**config.mk**
```make
export PLATFORM = sky130hd
export DESIGN_NAME = cie94_div
export DESIGN_NICKNAME = d
export VERILOG_FILES = /design/src/rtl/core/cie94_div.sv
export SDC_FILE = /design/constraint.sdc
export NUM_CORES = 2
export LEC_CHECK = 0
export BUFFER_PORTS_ARGS = -buffer_cell sky130_fd_sc_hd__buf_4
export CORE_MARGIN = 1.5
export CORE_UTILIZATION = 50
export DETAILED_ROUTE_END_ITERATION = 10
export PLACE_DENSITY = 0.65
export SETUP_SLACK_MARGIN = 0.5
export SLEW_MARGIN = 10
export SYNTH_ARGS = -nofsm -noshare
export SYNTH_HDL_FRONTEND = slang
export SYNTH_SLANG_ARGS = --single-unit
export TNS_END_PERCENT = 20
```
**constraint.sdc**
```tcl
create_clock -name i_clk -period 10.5 [get_ports i_clk]
set_input_delay 2.1 -clock i_clk [delete_from_list [all_inputs] [get_ports i_clk]]
set_output_delay 2.1 -clock i_clk [all_outputs]
set_load 0.005 [all_outputs]
```
**src/rtl/core/cie94_div.sv**
```systemverilog
// Pipelined dividers: cie94_div takes a run-time divisor, one quotient bit per stage;
// cie94_cdiv divides by an elaboration-time constant through a reciprocal product.
// Standalone; cie94_div is used by the top level, cie94_cdiv by cie94_lab.
module cie94_div #(
    parameter int NW = 34,
    parameter int DW = 25,
    parameter int QW = 29,
    parameter int SW = 1
) (
    input  logic          i_clk,
    input  logic          i_rst_n,
    input  logic          i_en,
    input  logic          i_vld,
    input  logic [NW-1:0] i_num,
    input  logic [DW-1:0] i_den,
    input  logic [SW-1:0] i_side,
    output logic          o_vld,
    output logic [QW-1:0] o_quo,
    output logic [SW-1:0] o_side
);
    localparam int WW = (NW > DW + QW) ? NW : DW + QW;

    logic          r_vld  [QW];
    logic [WW-1:0] r_rem  [QW];
    logic [DW-1:0] r_den  [QW];
    logic [QW-1:0] r_quo  [QW];
    logic [SW-1:0] r_side [QW];
    logic          n_vld  [QW];
    logic [WW-1:0] n_rem  [QW];
    logic [DW-1:0] n_den  [QW];
    logic [QW-1:0] n_quo  [QW];
    logic [SW-1:0] n_side [QW];

    always_comb begin
        logic          s_vld;
        logic [WW-1:0] s_rem, s_shf;
        logic [DW-1:0] s_den;
        logic [QW-1:0] s_quo;
        logic [SW-1:0] s_side;
        for (int s = 0; s < QW; s++) begin
            if (s == 0) begin
                s_vld = i_vld; s_rem = WW'(i_num); s_den = i_den;
                s_quo = '0; s_side = i_side;
            end else begin
                s_vld = r_vld[s-1]; s_rem = r_rem[s-1]; s_den = r_den[s-1];
                s_quo = r_quo[s-1]; s_side = r_side[s-1];
            end
            s_shf = WW'(s_den) << (QW - 1 - s);
            n_vld[s] = s_vld;
            n_den[s] = s_den;
            n_side[s] = s_side;
            n_rem[s] = s_rem;
            n_quo[s] = s_quo;
            if (s_rem >= s_shf) begin
                n_rem[s] = s_rem - s_shf;
                n_quo[s] = s_quo | (QW'(1) << (QW - 1 - s));
            end
        end
    end

    always_ff @(posedge i_clk) begin
        if (!i_rst_n) begin
            for (int s = 0; s < QW; s++) r_vld[s] <= 1'b0;
        end else if (i_en) begin
            for (int s = 0; s < QW; s++) r_vld[s] <= n_vld[s];
        end
    end

    always_ff @(posedge i_clk) begin
        if (i_en) begin
            for (int s = 0; s < QW; s++) begin
                r_rem[s] <= n_rem[s];
                r_den[s] <= n_den[s];
                r_quo[s] <= n_quo[s];
                r_side[s] <= n_side[s];
            end
        end
    end

    assign o_vld  = r_vld[QW-1];
    assign o_quo  = r_quo[QW-1];
    assign o_side = r_side[QW-1];
endmodule


```
Yosys cells after proc, flatten, opt, wreduce, memory -nomap -nowiden
Memories as Yosys holds them, arrays and structs flattened. Cells that the tools add are included.

Flip-flop bits (word level): 0. Bits in writable memories: 3190. Input bits: 64. Output and inout bits: 31. Logic and storage cells: 184. Memories kept: 5.

Memory list: r_rem (depth 29, bits a word 54, read ports 28, clocked after Yosys merged registers in 0, wr ports 29, line 24) `logic [WW-1:0] r_rem [QW];`; r_quo (depth 29, bits a word 29, read ports 29, clocked after Yosys merged registers in 0, wr ports 29, line 26) `logic [QW-1:0] r_quo [QW];`; r_den (depth 29, bits a word 25, read ports 28, clocked after Yosys merged registers in 0, wr ports 29, line 25) `logic [DW-1:0] r_den [QW];`; r_side (depth 29, bits a word 1, read ports 29, clocked after Yosys merged registers in 0, wr ports 29, line 27) `logic [SW-1:0] r_side [QW];`; r_vld (depth 29, bits a word 1, read ports 29, clocked after Yosys merged registers in 0, wr ports 29, line 23) `logic r_vld [QW];`.

Add/subtract/negate cells: 29. Magnitude comparators: 29. Multiplexer cells: 92. Bitwise gates (word level): 29.

Operators with widths (count): $mux 54 (29); $ge 54x25->1 (1); $ge 54x26->1 (1); $ge 54x27->1 (1); $ge 54x28->1 (1); $ge 54x29->1 (1); $ge 54x30->1 (1); $ge 54x31->1 (1); $ge 54x32->1 (1); $ge 54x33->1 (1); $ge 54x34->1 (1); $ge 54x35->1 (1); $ge 54x36->1 (1); $ge 54x37->1 (1); $ge 54x38->1 (1); $ge 54x39->1 (1); $ge 54x40->1 (1); $ge 54x41->1 (1); $ge 54x42->1 (1); $ge 54x43->1 (1); $ge 54x44->1 (1); $ge 54x45->1 (1); $ge 54x46->1 (1); $ge 54x47->1 (1); other kinds (65) (127).

Logic depth before layout (Yosys ltp)
Word-level depth: 4. Mapped depth: 16. Mapped depth without buffers: 15.

Worst setup path before layout
OpenSTA, ideal clock, no wires.

Path kind: input port to flip-flop. Start: input port i_den[2]. End: memory r_rem[0][33] in the netlist's numbering (data pin). Setup time: 269 ps. Arrival: 3775 ps. Required time: 10231 ps. Slack: 6456 ps. Stages: 11. Buffers on the path: 1. Cell sequence: inv_1 -> ha_1 -> nor2b_1 -> o21ai_0 -> nand2b_1 -> a21o_1 -> a21oi_1 -> nor2_1 -> o21ai_1 -> clkbuf_1 -> o21ai_0.

RTL lines: start, declared (line 15) `input logic [DW-1:0] i_den,`; end, declared (line 24).

==> results.md <==
- The highest ir drop seen on vdd is between 0.15 and 0.2 mV.
- The number of vias per cell is between 5 and 6.
- For this run, design rule violations remaining after detail routing come to 0.
- Counting cells, the worst reg-to-reg path comes to 17.
- Data on the critical path arrives at its endpoint at roughly 5.3 ns.
- The number of max-slew violations in the final report is 0.
- The clock period minus final worst setup slack is between 4 and 5 ns.
- The y dimension of the die is 523.8 um.
- Routability-driven placement finished with a final weighted congestion of 0.9501.
- The filler cells instantiated in the layout total approximately 22000.
- The final hold violation count is 0.
- The top fanout value on the critical path is 48.
- TritonCTS built the clock tree.
- Of the total power, the share spent switching nets is 0.3409.
- Entering global routing, the biggest net connects between 150 and 200 pins.
- For this run, the total global-route usage over all layers was measured as 0.2333.
- The post-synth design cell area is about 140000 um2.
- The type of the worst setup path is flip-flop to flip-flop.
- Once the clock tree was built, the resizer swapped 0 gates to a different size.
- The internal portion of the total power is between 20 and 30 mW.
- The run finished with clean final reports.
- In this run the worst setup path begins at r_rem[0][610].
- The net switching power is 13.76 mW.
- For the worst setup path, the data required time is between 10 and 15 ns.
- The total overflow reported by the global router is 0.
- The first-pass GRT wire length is approximately 500000 um.
- In this run the power density over the cells is 267.9 nW/um2.
- The slack of the worst reg-to-reg path is roughly 5.8 ns.
- The leakage power is 57.05 nW.
- The max-slew headroom at the worst pin is 0.2062.
- Once detailed placement completed, the half-perimeter wirelength came to between 200000 and 250000 um.
- Buffers placed on the I/O ports in this run total between 90 and 100.
- The number of global-route vias before repair came to roughly 87000.
- The overall via count from detail_route is between 80000 and 90000.
- Clock tree synthesis found a total of 2705 sinks.
- The part of the cycle the worst path needs is 0.4497.
- The violation count after the first detailed-routing iteration is ~7400.
- The sequential cells in the finished layout cover a total of 81220 um2.
- The category of the worst setup path launch point is a flip-flop.
- In the final layout, the share of cells above drive strength 1 is 0.07116.
- The share of the Yosys chip area taken by registers is 0.5989.
- Traced cell by cell, the critical path runs through inv_1, ha_1, inv_1, fa_1, a211oi_1, o21ai_0, a211oi_1, nor2_1, a2111oi_0, buf_4, o21a_1, o21ba_2, buf_4, inv_1, nand2_1, nor3_1, xor2_1.
- For the pin with the worst max-slew slack, the measured transition is roughly 1.2 ns.
- In this run the critical register-to-register path is captured at r_rem[0][699].
- The post-synth net total is 12130.
- The clock tree root driver cell is clkbuf_16.
- The tightest min-delay check is of the flip-flop to flip-flop type.
- The number of detailed-route iterations in the first pass is 5.
- Summed over all failing endpoints, the final setup total negative slack is 0 ns.
- Averaged over all synthesized cells, the footprint is roughly 12 um2.
- Yosys attributes the largest share of cell area to edfxtp_1 60%, ha_1 6.5%, xnor2_1 3.2%.
- Summing all multi-input logic gate instances after layout gives 50090 um2.
- The number of buffers added for setup after CTS is 0.
- Among all flip-flop cells after synthesis, the most frequent one is edfxtp_1.
- The number of hold buffers added after CTS was 0.
- The cell count after synthesis came out at about 11000.
- The final layout contains routed wiring with a total length of 325400 um.
- The number of antenna violations at the first check in global routing came to 2.
- The cell that appears most often on the critical path is inv_1.
- Setup violations remaining at the end of the flow were counted as 0.
- The share of total power dissipated in sequential elements is 0.404.
- The share of synthesized flip-flops with an asynchronous set or reset is 0.
- Dividing the detail-routed wire length by the instance count gives 21.22 um.
- The highest clock rate is approximately 210 MHz.
- The later pin in the worst-skew pair is clocked with a latency of between 0.9 and 1 ns.
- For the final database, setup skew stands at 0.07926 ns.
- In this design, the stage delay of the slowest critical-path cell is roughly 0.45 ns.
- The initial core utilization is 0.5017.
- The number of cell rows is 191.
- The critical path endpoint is r_rem[0][699].
- The worst register-to-register path begins at r_rem[0][610].
- Max-cap violations in this run came to 0.
- The core region is between 200000 and 300000 um2.
- The number of H-tree branching levels is 5.
- The clock transition at the registers of the reported paths is approximately 0.060 ns.
- In this run, CTS created clock tree buffers numbering 300.
- The die is between 500 and 600 um wide.
- The slowest library cell on the worst path is a2111oi_0.
- The number of enable flip-flop cells after synthesis is about 2700.
- The area overhead of the layout relative to synthesis is 11.16%.
- The top cell types in the final layout, fill and taps aside, are 2704 x edfxtp_1, 908 x inv_1, 843 x nand2_1.
- Yosys mapped the design onto 97 distinct sky130hd cell types.
- For this run, the number of Yosys warnings is 0.
- The die footprint is 274300 um2.
- The register bit count reported by yosys is 2705.
- The remaining antenna violation count is 0.
- The combinational group share of total power is 0.326.
- Of the total power, the clock network draws 0.269.
- The longest clock path from root to sink contains 4 buffers.
- Setup repair after global routing left no endpoint under its margin.
- The boundary pin count is 95.
- In the final design database the tool counted approximately 12000 nets.
- The endpoint kind of the worst setup timing path is a flip-flop.
- The area share of the largest cell type after synthesis is 0.5988.
- Final hold analysis gives a worst-case slack of 0.3983 ns.
- The leading cell type in the layout, fill and taps excluded is edfxtp_1.
- edfxtp_1 takes more of the synthesized area than any other cell.
## critical path: cells and delay by family, from the launching register on
kind,cells,cell delay [ns]
flip-flops,1,0.36
AND/OR/NAND/NOR,3,0.35
AO/OA/AOI/OAI,6,1.82
adder cells (fa/ha/maj),2,0.60
XOR/XNOR,1,0.16
buffers and inverters,5,1.07
## registers in the layout, summed over array words and instances (netlist names)
| register | flops |
|---|---|
| r_rem | 1512 |
| r_den | 700 |
| r_quo | 435 |
| r_vld | 29 |
| r_side | 29 |
## through the flow
step / power, mW / setup slack (ns) / cell area [um2] / cells / util
floorplan: 25.39 / 6.456 / 135600 / 11330 / -
global placement: 29.23 / 5.295 / 140500 / 14780 / 0.5199
detailed placement: 29.49 / 5.154 / 140500 / 14780 / 0.5199
CTS: 40.53 / 5.120 / 150700 / 15330 / 0.5577
global route: 42.64 / 5.399 / 150700 / 15330 / 0.5577
finish: 40.38 / 5.778 / 150700 / 15330 / 0.5577
## logic make-up (layout without fill, tap and decap cells)
| kind of cell | after synthesis | in the layout | synth area share |
|---|---|---|---|
| AOI/OAI and AO/OA | 2542 | 2542 | 0.1151 |
| xor gates and xnor gates | 940 | 940 | 0.06071 |
| adders and majority gates | 734 | 734 | 0.06927 |
| buffers and inverters | 1184 | 1619 | 0.03292 |
| DFF | 2705 | 2705 | 0.5989 |
| muxes | 121 | 121 | 0.009956 |
| other | 0 | 2 | 0 |
| and+or+nand+nor | 3101 | 3101 | 0.1131 |
## synth_stat cells (all sizes together) (89+ instances only)
cell type / number
a21o: 335
a21oi: 824
and3: 89
clkbuf: 251
edfxtp: 2704
ha: 706
inv: 910
mux2: 111
nand2: 843
nand2b: 119
nand3: 213
nand4: 165
nor2: 746
nor2b: 97
nor3: 221
nor4: 205
o21a: 93
o21ai: 687
or3: 96
xnor2: 496
xor2: 444
## per-layer routing
layer  vias up  GRT usage  share of wire
met5         -          0              0
met4         0    0.09440          0.043
met3       685    0.03267          0.047
met2      2641     0.4130           0.50
met1     43150     0.2861           0.41
li1      42360          -              -
## worst min path at each step
stage	start	to	slack, ns	depth (start not counted)
after global placement	r_quo[1][316]	r_quo[1][345]	0.40	0
after floorplan	r_quo[0][84]	r_quo[0][113]	0.40	0
after CTS	r_quo[1][219]	r_quo[1][248]	0.39	0
after detailed placement	r_quo[0][113]	r_quo[0][142]	0.40	0
final	r_quo[1][219]	r_quo[1][248]	0.40	0
after global routing	r_quo[1][57]	r_quo[1][86]	0.41	0
## area by class of cell
class | count | share of cell area
antenna | 2 | 0.00003320
tap | 3570 | 0.02963
clock buffer | 350 | 0.05189
timing repair buffer | 158 | 0.008749
sequential | 2705 | 0.5388
multi-input combinational | 7438 | 0.3323
clock inverter | 199 | 0.01587
inverter | 912 | 0.02271
## power by group through the flow
stage / Clock (mW) / Combinational (mW) / Sequential [mW]
after global routing: 11.6 / 14.6 / 16.5
final: 10.9 / 13.2 / 16.3
after floorplan: 0 / 9.75 / 15.6
after CTS: 11.1 / 13.1 / 16.3
after global placement: 0 / 12.7 / 16.5
after detailed placement: 0 / 13.0 / 16.5
No activity file was read; power rests on OpenSTA's default activity.
