## config.mk

```make
export PLATFORM = sky130hd
export DESIGN_NAME = cie94_sqrt
export DESIGN_NICKNAME = d
export VERILOG_FILES = /design/src/rtl/core/cie94_sqrt.sv
export SDC_FILE = /design/constraint.sdc
export NUM_CORES = 1
export LEC_CHECK = 0
export ABC_CLOCK_PERIOD_IN_PS = 12050
export BUFFER_PORTS_ARGS = -buffer_cell sky130_fd_sc_hd__buf_2
export CORE_ASPECT_RATIO = 1.1
export CORE_UTILIZATION = 50
export CTS_CLUSTER_SIZE = 16
export DETAILED_ROUTE_END_ITERATION = 6
export PLACE_DENSITY = 0.66
export SYNTH_ARGS = -nofsm -noshare
export SYNTH_HDL_FRONTEND = slang
export SYNTH_SLANG_ARGS = --single-unit
```

## constraint.sdc

```tcl
create_clock -name i_clk -period 12.05 [get_ports i_clk]
set_input_delay 1.8075 -clock i_clk [delete_from_list [all_inputs] [get_ports i_clk]]
set_output_delay 1.8075 -clock i_clk [all_outputs]
set_load 0.1 [all_outputs]
```

## src/rtl/core/cie94_sqrt.sv

```systemverilog
// Pipelined floor square root: one result bit per stage, square kept incrementally.
// Standalone; used by the top level.
module cie94_sqrt #(
    parameter int VW = 32,
    parameter int SW = 1
) (
    input  logic                  i_clk,
    input  logic                  i_rst_n,
    input  logic                  i_en,
    input  logic                  i_vld,
    input  logic [VW-1:0]         i_val,
    input  logic [SW-1:0]         i_side,
    output logic                  o_vld,
    output logic [(VW+1)/2-1:0]   o_root,
    output logic [SW-1:0]         o_side
);
    localparam int RW = (VW + 1) / 2;
    localparam int CW = 2 * RW + 2;

    logic          r_vld  [RW];
    logic [VW-1:0] r_val  [RW];
    logic [RW-1:0] r_y    [RW];
    logic [CW-1:0] r_sq   [RW];
    logic [SW-1:0] r_side [RW];
    logic          n_vld  [RW];
    logic [VW-1:0] n_val  [RW];
    logic [RW-1:0] n_y    [RW];
    logic [CW-1:0] n_sq   [RW];
    logic [SW-1:0] n_side [RW];

    always_comb begin
        logic          s_vld;
        logic [VW-1:0] s_val;
        logic [RW-1:0] s_y;
        logic [CW-1:0] s_sq, cand;
        logic [SW-1:0] s_side;
        for (int s = 0; s < RW; s++) begin
            if (s == 0) begin
                s_vld = i_vld; s_val = i_val; s_y = '0; s_sq = '0; s_side = i_side;
            end else begin
                s_vld = r_vld[s-1]; s_val = r_val[s-1]; s_y = r_y[s-1];
                s_sq = r_sq[s-1]; s_side = r_side[s-1];
            end
            // (y + 2^k)^2 = y^2 + y*2^(k+1) + 2^(2k)
            cand = s_sq + (CW'(s_y) << (RW - s)) + (CW'(1) << (2 * (RW - 1 - s)));
            n_vld[s] = s_vld;
            n_val[s] = s_val;
            n_side[s] = s_side;
            n_y[s] = s_y;
            n_sq[s] = s_sq;
            if (cand <= CW'(s_val)) begin
                n_y[s] = s_y | (RW'(1) << (RW - 1 - s));
                n_sq[s] = cand;
            end
        end
    end

    always_ff @(posedge i_clk) begin
        if (!i_rst_n) begin
            for (int s = 0; s < RW; s++) r_vld[s] <= 1'b0;
        end else if (i_en) begin
            for (int s = 0; s < RW; s++) r_vld[s] <= n_vld[s];
        end
    end

    always_ff @(posedge i_clk) begin
        if (i_en) begin
            for (int s = 0; s < RW; s++) begin
                r_val[s] <= n_val[s];
                r_y[s] <= n_y[s];
                r_sq[s] <= n_sq[s];
                r_side[s] <= n_side[s];
            end
        end
    end

    assign o_vld  = r_vld[RW-1];
    assign o_root = r_y[RW-1];
    assign o_side = r_side[RW-1];
endmodule

```

; ---- Word-level counts from Yosys, hierarchy flattened
; Memory sizes are Yosys's and may differ from the RTL's.
; Index checks and enable logic that the tools add are counted.
[classes]
add_sub_neg = 30
bitwise_logic = 16
order_cmp = 16
muxes = 53
[ops]
columns = op, n
row1 = less-or-equal comparator 34 x 32 -> 1 bit, 15
row2 = two-way mux 34 bit, 15
row3 = "adder 34 x 1 -> 34 bit, second input constant", 1
row4 = "adder 34 x 11 -> 34 bit, second input constant", 1
row5 = "adder 34 x 13 -> 34 bit, second input constant", 1
row6 = "adder 34 x 15 -> 34 bit, second input constant", 1
row7 = adder 34 x 17 -> 34 bit, 1
row8 = "adder 34 x 17 -> 34 bit, second input constant", 1
row9 = adder 34 x 18 -> 34 bit, 1
row10 = adder 34 x 19 -> 34 bit, 1
row11 = "adder 34 x 19 -> 34 bit, second input constant", 1
row12 = adder 34 x 20 -> 34 bit, 1
row13 = adder 34 x 21 -> 34 bit, 1
row14 = "adder 34 x 21 -> 34 bit, second input constant", 1
row15 = adder 34 x 22 -> 34 bit, 1
row16 = adder 34 x 23 -> 34 bit, 1
row17 = "adder 34 x 23 -> 34 bit, second input constant", 1
row18 = adder 34 x 24 -> 34 bit, 1
row19 = adder 34 x 25 -> 34 bit, 1
row20 = "adder 34 x 25 -> 34 bit, second input constant", 1
row21 = adder 34 x 26 -> 34 bit, 1
row22 = adder 34 x 27 -> 34 bit, 1
row23 = "adder 34 x 27 -> 34 bit, second input constant", 1
row24 = adder 34 x 28 -> 34 bit, 1
row25 = 27 further kinds, 63
[word_totals]
mem_count = 5
reg_bits = 0
word_cells = 120
ram_bits = 1344
[memory_table]
columns = memory, words, word_bits, rd, rd_ports_with_merged_regs, wr, line
row1 = r_sq, 16, 34, 15, 0, 16, 23  ; logic [CW-1:0] r_sq [RW];
row2 = r_val, 16, 32, 15, 0, 16, 21  ; logic [VW-1:0] r_val [RW];
row3 = r_y, 16, 16, 16, 0, 16, 22  ; logic [RW-1:0] r_y [RW];
row4 = r_side, 16, 1, 16, 0, 16, 24  ; logic [SW-1:0] r_side [RW];
row5 = r_vld, 16, 1, 16, 0, 16, 20  ; logic r_vld [RW];

; ---- Depth between registers and ports, before layout
; Gate-level depths: netlist of run 1.
; An unclocked memory read counts as a cell.
[logic_depth]
word_depth = 5
mapped_depth = 19
mapped_depth_nobuf = 18

; ---- Least setup slack after synthesis of run 1
; No wires, ideal clock.
[synth_path]
path_type = flip-flop to flip-flop
start = memory r_y[1][91] (netlist name)
end = memory r_sq[1][219] (netlist name), data pin
setup_slack_ps = 7783
synth_period_minus_slack_ps = 4267
stages_incl_launch_ff = 19
t_arrival_ps = 4006
setup_time_ps = 260
path_cell_list = edfxtp_1 > ha_1 > a21o_1 > a221o_1 > or3_1 > a31oi_1 > nor2_1 > and3_1 > xor2_1 > ha_1 > a21oi_1 > o21ai_0 > a211oi_1 > o31ai_1 > o21ai_0 > o21ai_4 > inv_4 > buf_6 > mux2_4
[synth_rtl]
columns = item, line
row1 = "start, declared", 22
row2 = "end, declared", 23

==> results of run 1 <==
## layout by cell type (no fill, tap or decap), types with 10 or more instances in the layout
cell       netlist  final
inv_1          273    273
buf_4            5     13
nor4_1          35     33
nand3_1         79     79
a31oi_1         30     30
or4_1           13     13
xor2_1          98     98
edfxtp_1       883    883
o21a_1          23     23
clkinv_2         0     16
and3_1          38     38
mux2_2          75     75
bufinv_16        0     11
nor3_1          34     34
buf_2            8     54
a21oi_1        154    154
o21bai_1        15     15
o21ai_0         66     66
a211o_1         10     10
clkbuf_16        0     91
o211ai_1        19     19
ha_1           332    332
nor2_1         140    140
and4_1          16     16
and2_1          48     48
or3_1           11     11
nand4_1         81     81
xnor2_1        208    208
nor2b_1         36     36
clkbuf_1        17     16
clkinv_1         0     24
a21o_1          74     74
nor4b_1         13     12
nand2b_1        28     28
a211oi_1        23     23
nand2_1        146    146
## cell usage after synthesis (15+ instances only)
| library cell | instances | area, µm² |
|---|---|---|
| nor2_1 | 140 | 526 |
| nor4_1 | 35 | 219 |
| a21o_1 | 74 | 556 |
| inv_1 | 273 | 1020 |
| nand3_1 | 79 | 395 |
| xnor2_1 | 208 | 1820 |
| nor3_1 | 34 | 170 |
| nor2b_1 | 36 | 225 |
| and2_1 | 48 | 300 |
| and4_1 | 16 | 140 |
| a211oi_1 | 23 | 173 |
| a21oi_1 | 154 | 771 |
| o211ai_1 | 19 | 143 |
| edfxtp_1 | 883 | 26500 |
| nand4_1 | 81 | 507 |
| clkbuf_1 | 17 | 63.8 |
| o21ai_0 | 66 | 330 |
| ha_1 | 332 | 4150 |
| a31oi_1 | 30 | 188 |
| o21bai_1 | 15 | 113 |
| and3_1 | 38 | 238 |
| mux2_2 | 75 | 845 |
| nand2b_1 | 28 | 175 |
| nand2_1 | 146 | 548 |
| xor2_1 | 98 | 858 |
| o21a_1 | 23 | 173 |
## worst register-to-register path, delay by kind of cell (launching register included)
| kind | cells | cell delay [ns] |
|---|---|---|
| AOI/OAI and AO/OA | 9 | 2.85 |
| xor gates and xnor gates | 1 | 0.14 |
| adders and majority gates | 2 | 0.67 |
| buffers and inverters | 2 | 0.79 |
| DFF | 1 | 0.41 |
| muxes | 1 | 0.42 |
| and+or+nand+nor | 2 | 0.41 |
## path summary, 6_finish.rpt
kind	start	end
worst min register to register	r_side[1][0]	r_side[1][1]
worst max-delay path	r_y[1][70]	r_sq[1][182]
worst min-delay path	r_side[1][0]	r_side[1][1]
worst max register to register	r_y[1][70]	r_sq[1][182]
## kinds of logic after synthesis
logic type | count (synthesis) | share of synthesized area, %
and+or+nand+nor | 752 | 9.32
AOI/OAI and AO/OA | 506 | 7.93
other | 1 | 0.00875
buffers and inverters | 307 | 2.80
DFF | 884 | 61.9
muxes | 79 | 2.10
adders and majority gates | 332 | 9.69
xor gates and xnor gates | 306 | 6.25
## final cells by class
class | count | area share [%]
Clock buffer | 107 | 4.91
Multi-Input combinational cell | 1977 | 31.8
Sequential cell | 884 | 55.7
Timing Repair Buffer | 70 | 0.888
Tap cell | 1140 | 2.99
Antenna cell | 1 | 0.00525
Inverter | 275 | 2.17
Clock inverter | 63 | 1.48
## per-stage QoR
stage / area [µm²] / worst slack, ns / std cells / power [µW]
finish: 47600 / 6.09 / 4517 / 8060
global route: 47600 / 5.74 / 4517 / 8420
CTS: 47600 / 6.01 / 4516 / 8140
detailed placement: 44600 / 6.06 / 4346 / 5310
global placement: 44600 / 6.05 / 4345 / 5240
floorplan: 42900 / 7.78 / 3168 / 4830
## flip-flops by register name, summed over array words and instances (netlist names)
name    count
r_side     16
r_sq      250
r_val     480
r_vld      16
r_y       122
## power groups by stage
stage | logic (µW) | clock network [µW] | registers (µW)
2_1_floorplan | 968 | 0 | 3860
3_3_place_gp | 1330 | 0 | 3910
3_5_place_dp | 1380 | 0 | 3920
4_1_cts | 1400 | 2880 | 3860
5_1_grt | 1540 | 3000 | 3880
6_report | 1390 | 2810 | 3860
## routing by layer
metal	GRT usage, %	part of all wire [%]	vias to the layer above	routed length, µm
li1	-	-	12200	-
met1	18.8	33	12200	30000
met2	42.9	57	475	51300
met3	2.62	2.7	236	2420
met4	13.7	6.8	0	6080
met5	0	0	-	0
==> impl_metrics.toml, run 1 <==
[grt]
grt_pass1_wl_um = 139000
grt_pass1_vias = 26600
grt_max_degree = 195
antenna_found_initial = 1
gr-total-overflow = 0
grt_usage_pct = 21.0

[outcome]
status = "finished clean"

[finish]
final_util_pct = 56.1
drive_gt1_share_pct = 9.48
area_growth_pct = 11.1
nFillCells = 6817
nets = 3668
multiInputGateArea_um2 = 15200
regArea_um2 = 26500

[logic_synthesis]
synth_async_sr_flop_share_pct = 0
ys_types = 91
ys_seq_area_share_pct = 61.9
syn-mean-instance-area_um2 = 13.5
synth-warning-count = 0
syn_area_um2 = 42900
synthFlopType = "edfxtp_1"
synth_enable_flop_cells = 883
netlist_instances = 3167
synth_seq_cells = 884

[placed_design]
hpwl_um = 69000
gp_congestion = 0.965
port_buffers = 54

[detailed_routing]
num_vias = 25000
drc = 0
wl_per_cell_um = 19.9
first_pass_iters = 5
via_per_inst = 5.54
drt_iter0_markers = 1330
antenna_left = 0
routed_wl_um = 89800

[clock_network]
post_cts_buffers = 0
cts_hold_buf = 0
cts_tree = "yes"
cts_htree_levels = 3
root_buffer = "clkbuf_16"
insertion_delay_ns = 0.67
cts.clk_slew.worst_paths_ns = 0.06
numCtsBuffers = 91
cts_resized = 0
cts_sinks = 884
cts_max_path_buffers = 3

[sta]
fin_crit_sh_pct = 49.4
slew_headroom_pct = 10.4
tns_ns = 0
rsz0062_at_grt = "false"
setup-violations-final = 0
tightestPinTransition_ns = 1.34
slew_viol_final = 0
hold_violations = 0
max_clock_freq_mhz = 168
finalClockSkew_ns = 0.0417
fin_crit_ns = 5.96
whs_ns = 0.412

[power_and_ir_drop]
clock_power_share_pct = 34.9
ir_drop_v = 0.000146
power.share.sequential_pct = 47.9
leakage_uw = 0.0184
p_sw_uw = 2160
comb_power_share_pct = 17.3
p_int_uw = 5900
powerDensity_nw_per_um2 = 169
sw_frac_of_total_pct = 26.8

[floorplan]
dieArea_um2 = 86900
fp.dieW_um = 281
die_y_um = 309
core_um2 = 84900
start_util_pct = 50.5
row_count = 112
boundaryPins = 55

[setup_path]
crit_chain = "ha_1, a21oi_1, a21oi_1, o311ai_0, a21o_1, nand2b_1, xnor2_1, ha_1, a211o_1, a31oi_1, o21bai_1, a21o_1, o21ai_0, buf_4, nand2_1, inv_1, mux2_2"
arrival_ns = 6.34
crit_cells = 17
crit_required_ns = 12.44
start_kind = "flop"
end_kind = "flop"
cp_slowest_cell = "o311ai_0"
critical_path.max_stage_delay_ns = 1.02
setup.worst_path.class = "reg -> reg"
crit_family = "compound AO/OA/AOI/OAI gates"
cp_max_fo = 14
crit_buf_inv = 2
worstRegToRegCells = 17
rrSetupSlack_ns = 6.09

[hold_path]
hold_path_class = "reg -> reg"
whs_path_depth = 0

[flow_run]
maxCapViolCount = 0
(Power assumes the default switching activity.)
==> run 2, diff against run 1 <==
--- a/config.mk
+++ b/config.mk
@@ -5,7 +5,8 @@
 export SDC_FILE = /design/constraint.sdc
 export NUM_CORES = 1
 export LEC_CHECK = 0
-export ABC_CLOCK_PERIOD_IN_PS = 12050
+export ABC_AREA = 1
+export ABC_CLOCK_PERIOD_IN_PS = 6100
 export BUFFER_PORTS_ARGS = -buffer_cell sky130_fd_sc_hd__buf_2
 export CORE_ASPECT_RATIO = 1.1
 export CORE_UTILIZATION = 50
==> constraint.sdc (replaced) <==
create_clock -name i_clk -period 6.1 [get_ports i_clk]
set_input_delay 0.915 -clock i_clk [delete_from_list [all_inputs] [get_ports i_clk]]
set_output_delay 0.915 -clock i_clk [all_outputs]
set_load 0.1 [all_outputs]
==> run 2 against run 1 <==
Net effect:
- global-route usage increased by 0.76 points
- synthesized cell count increased by 32%
- sequential share of layout area down 2.1 points
- sequential cell count unchanged
- register-to-register slack lost 4.8 ns
- clock power rose by 96%
- area after synthesis grew 4.5%
- largest cell class unchanged
- maximum frequency increased by 24%
==> impl_metrics.toml, run 2 <==
[outcome]
status = "finished clean"

[finish]
reg_top3 = "r_val: 480 flops, r_sq: 250 flops, r_y: 122 flops"
regArea_um2 = 26500
antennaDiodeCount = 0
nFillCells = 7523
drive_gt1_share_pct = 6.55
largest_reg_flops = 480
final_cells = 5545
multiInputGateArea_um2 = 15900
nets = 4678
top_register = "r_val"
area_growth_pct = 10.4
final_common_cell = "nand2_1"
final_cell_mix = "1000 x nand2_1, 883 x edfxtp_1, 564 x inv_1, 332 x ha_1, 282 x nand3_1"

[grt]
gr-total-overflow = 0
grt_pass1_vias = 29300
antenna_found_initial = 0
grt_max_degree = 167
grt_pass1_wl_um = 153000
grt_usage_pct = 21.8

[detailed_routing]
first_pass_iters = 5
wl_per_cell_um = 17.6
routed_wl_um = 97400
antenna_left = 0
num_vias = 28900
via_per_inst = 5.22
drc = 0
drt_iter0_markers = 1646

[setup_path]
rrSetupSlack_ns = 1.29
crit_required_ns = 6.47
crit_buf_inv = 1
arrival_ns = 5.18
start_kind = "flop"
critical_path.max_stage_delay_ns = 0.55
worstRegToRegCells = 15
cp_slowest_cell = "nor4_1"
r2r-end = "r_sq[1][202]"
end_kind = "flop"
crit_family = "simple AND/OR/NAND/NOR gates"
crit_cells = 15
r2r-start = "r_y[1][74]"
cp_max_fo = 28
crit_path_frequent_cell = "nand2_1"
crit_chain = "ha_1, nand2_1, nor4_1, a21oi_1, nor2_1, nand2_1, xnor2_1, ha_1, nand2_1, inv_1, nand4_1, nor4_1, nand3_2, nand2_4, nor2_1"
setup.worst_path.class = "reg -> reg"

[clock_network]
root_buffer = "clkbuf_16"
cts_tree = "yes"
cts_max_path_buffers = 3
post_cts_buffers = 0
cts.clk_slew.worst_paths_ns = 0.06
cts_sinks = 884
cts_hold_buf = 0
insertion_delay_ns = 0.69
cts_resized = 0
numCtsBuffers = 91
cts_htree_levels = 3

[sta]
setup_ws_ns = 1.29
fin_crit_sh_pct = 78.9
max_clock_freq_mhz = 208
setup-violations-final = 0
finalClockSkew_ns = 0.0553
slew_headroom_pct = 12.1
tightestPinTransition_ns = 1.31
fin_crit_ns = 4.81
hold_violations = 0
slew_viol_final = 0
tns_ns = 0
rsz0062_at_grt = "false"

[placed_design]
place_inst = 5376
gp_congestion = 0.976
post-place-ws_ns = 1.46
hpwl_um = 75600
port_buffers = 54

[power_and_ir_drop]
p_sw_uw = 5090
p_int_uw = 11700
powerDensity_nw_per_um2 = 340
comb_power_share_pct = 20.8
clock_power_share_pct = 32.7
ir_drop_v = 0.000237
leakage_uw = 0.0215
sw_frac_of_total_pct = 30.3
power.share.sequential_pct = 46.5

[logic_synthesis]
synth-warning-count = 0
syn_area_um2 = 44800
ys_top_cells_by_area = "edfxtp_1 59%, ha_1 9.3%, nand2_1 8.4%"
synth.most_common_cell = "nand2_1"
synthFlopType = "edfxtp_1"
yosysTopAreaCellShare_pct = 59.2
syn-mean-instance-area_um2 = 10.7
synth_async_sr_flop_share_pct = 0
yosys.area.top_type = "edfxtp_1"
synth_seq_cells = 884
ys_types = 64
netlist_instances = 4185
ys_seq_area_share_pct = 59.3
synthTopCellsByCount = "1000 x nand2_1, 883 x edfxtp_1, 564 x inv_1, 332 x ha_1, 282 x nand3_1"
synth_enable_flop_cells = 883

[floorplan]
dieArea_um2 = 90800
fp.dieW_um = 287
core_um2 = 88300
row_count = 114
die_y_um = 316
start_util_pct = 50.7
boundaryPins = 55

[flow_run]
maxCapViolCount = 0

[hold_path]
hold_end = "r_val[0][4]"
whs_path_depth = 1
hold_path_class = "in -> reg"
hold_start = "i_val[4]"
## run 2: cell count changes after synthesis, moves of 23 or more
cell	before	now
a21o_1	74	13
a21oi_1	154	177
a31oi_1	30	6
and2_1	48	4
and3_1	38	2
inv_1	273	564
mux2_2	75	0
nand2_1	146	1000
nand2b_1	28	0
nand3_1	79	282
nor2_1	140	258
nor2b_1	36	0
xnor2_1	208	59
xor2_1	98	142
## run 2: routing by layer
layer | track usage (%) | wire (µm) | vias up
li1 | - | - | 14600
met1 | 22.2 | 36000 | 13500
met2 | 42.1 | 53000 | 527
met3 | 2.57 | 2820 | 237
met4 | 12.8 | 5560 | 0
met5 | 0 | 0 | -
## run 2: layout make-up
type / count / area share, %
flip-flops and latches: 884 / 53.7
clock buffers: 108 / 4.73
well taps: 1160 / 2.93
repair buffers: 74 / 0.997
inverters: 569 / 4.32
multi-input cells: 2689 / 32.1
clock inverters: 61 / 1.30
## run 2: power groups by stage
| stage | registers, µW | logic, µW | clock network [µW] |
|---|---|---|---|
| floorplan | 7800 | 2490 | 0 |
| global placement | 7920 | 3410 | 0 |
| detailed placement | 7930 | 3480 | 0 |
| CTS | 7800 | 3500 | 5620 |
| global route | 7860 | 3970 | 5840 |
| finish | 7800 | 3490 | 5500 |
## run 2: cell families after synthesis
logic type,share of synthesized area (%)
compound gates,4.27
flops,59.3
fa+ha+maj,9.28
buf+inv,5.38
xor+xnor,3.97
simple gates,17.8
other cells,0.00837
## run 2: worst max path at each step
stage / end / start / slack (ns)
global placement: r_sq[1][176] / r_y[1][74] / 1.47
detailed placement: r_sq[1][203] / r_y[1][74] / 1.46
floorplan: r_sq[1][158] / r_y[1][55] / 2.68
CTS: r_sq[1][202] / r_y[1][74] / 1.39
global route: r_sq[1][202] / r_y[1][73] / 1.17
finish: r_sq[1][202] / r_y[1][74] / 1.29
## run 2: metrics by stage
step           utilization [%]  instance area (µm²)  hold slack [ns]  total power [µW]
2_1_floorplan                -                44800            0.400             10300
4_1_cts                   56.0                49500            0.358             16900
3_5_place_dp              52.6                46500            0.405             11400
5_1_grt                   56.0                49500            0.379             17700
3_3_place_gp              52.6                46500            0.401             11300
6_report                  56.0                49500            0.401             16800
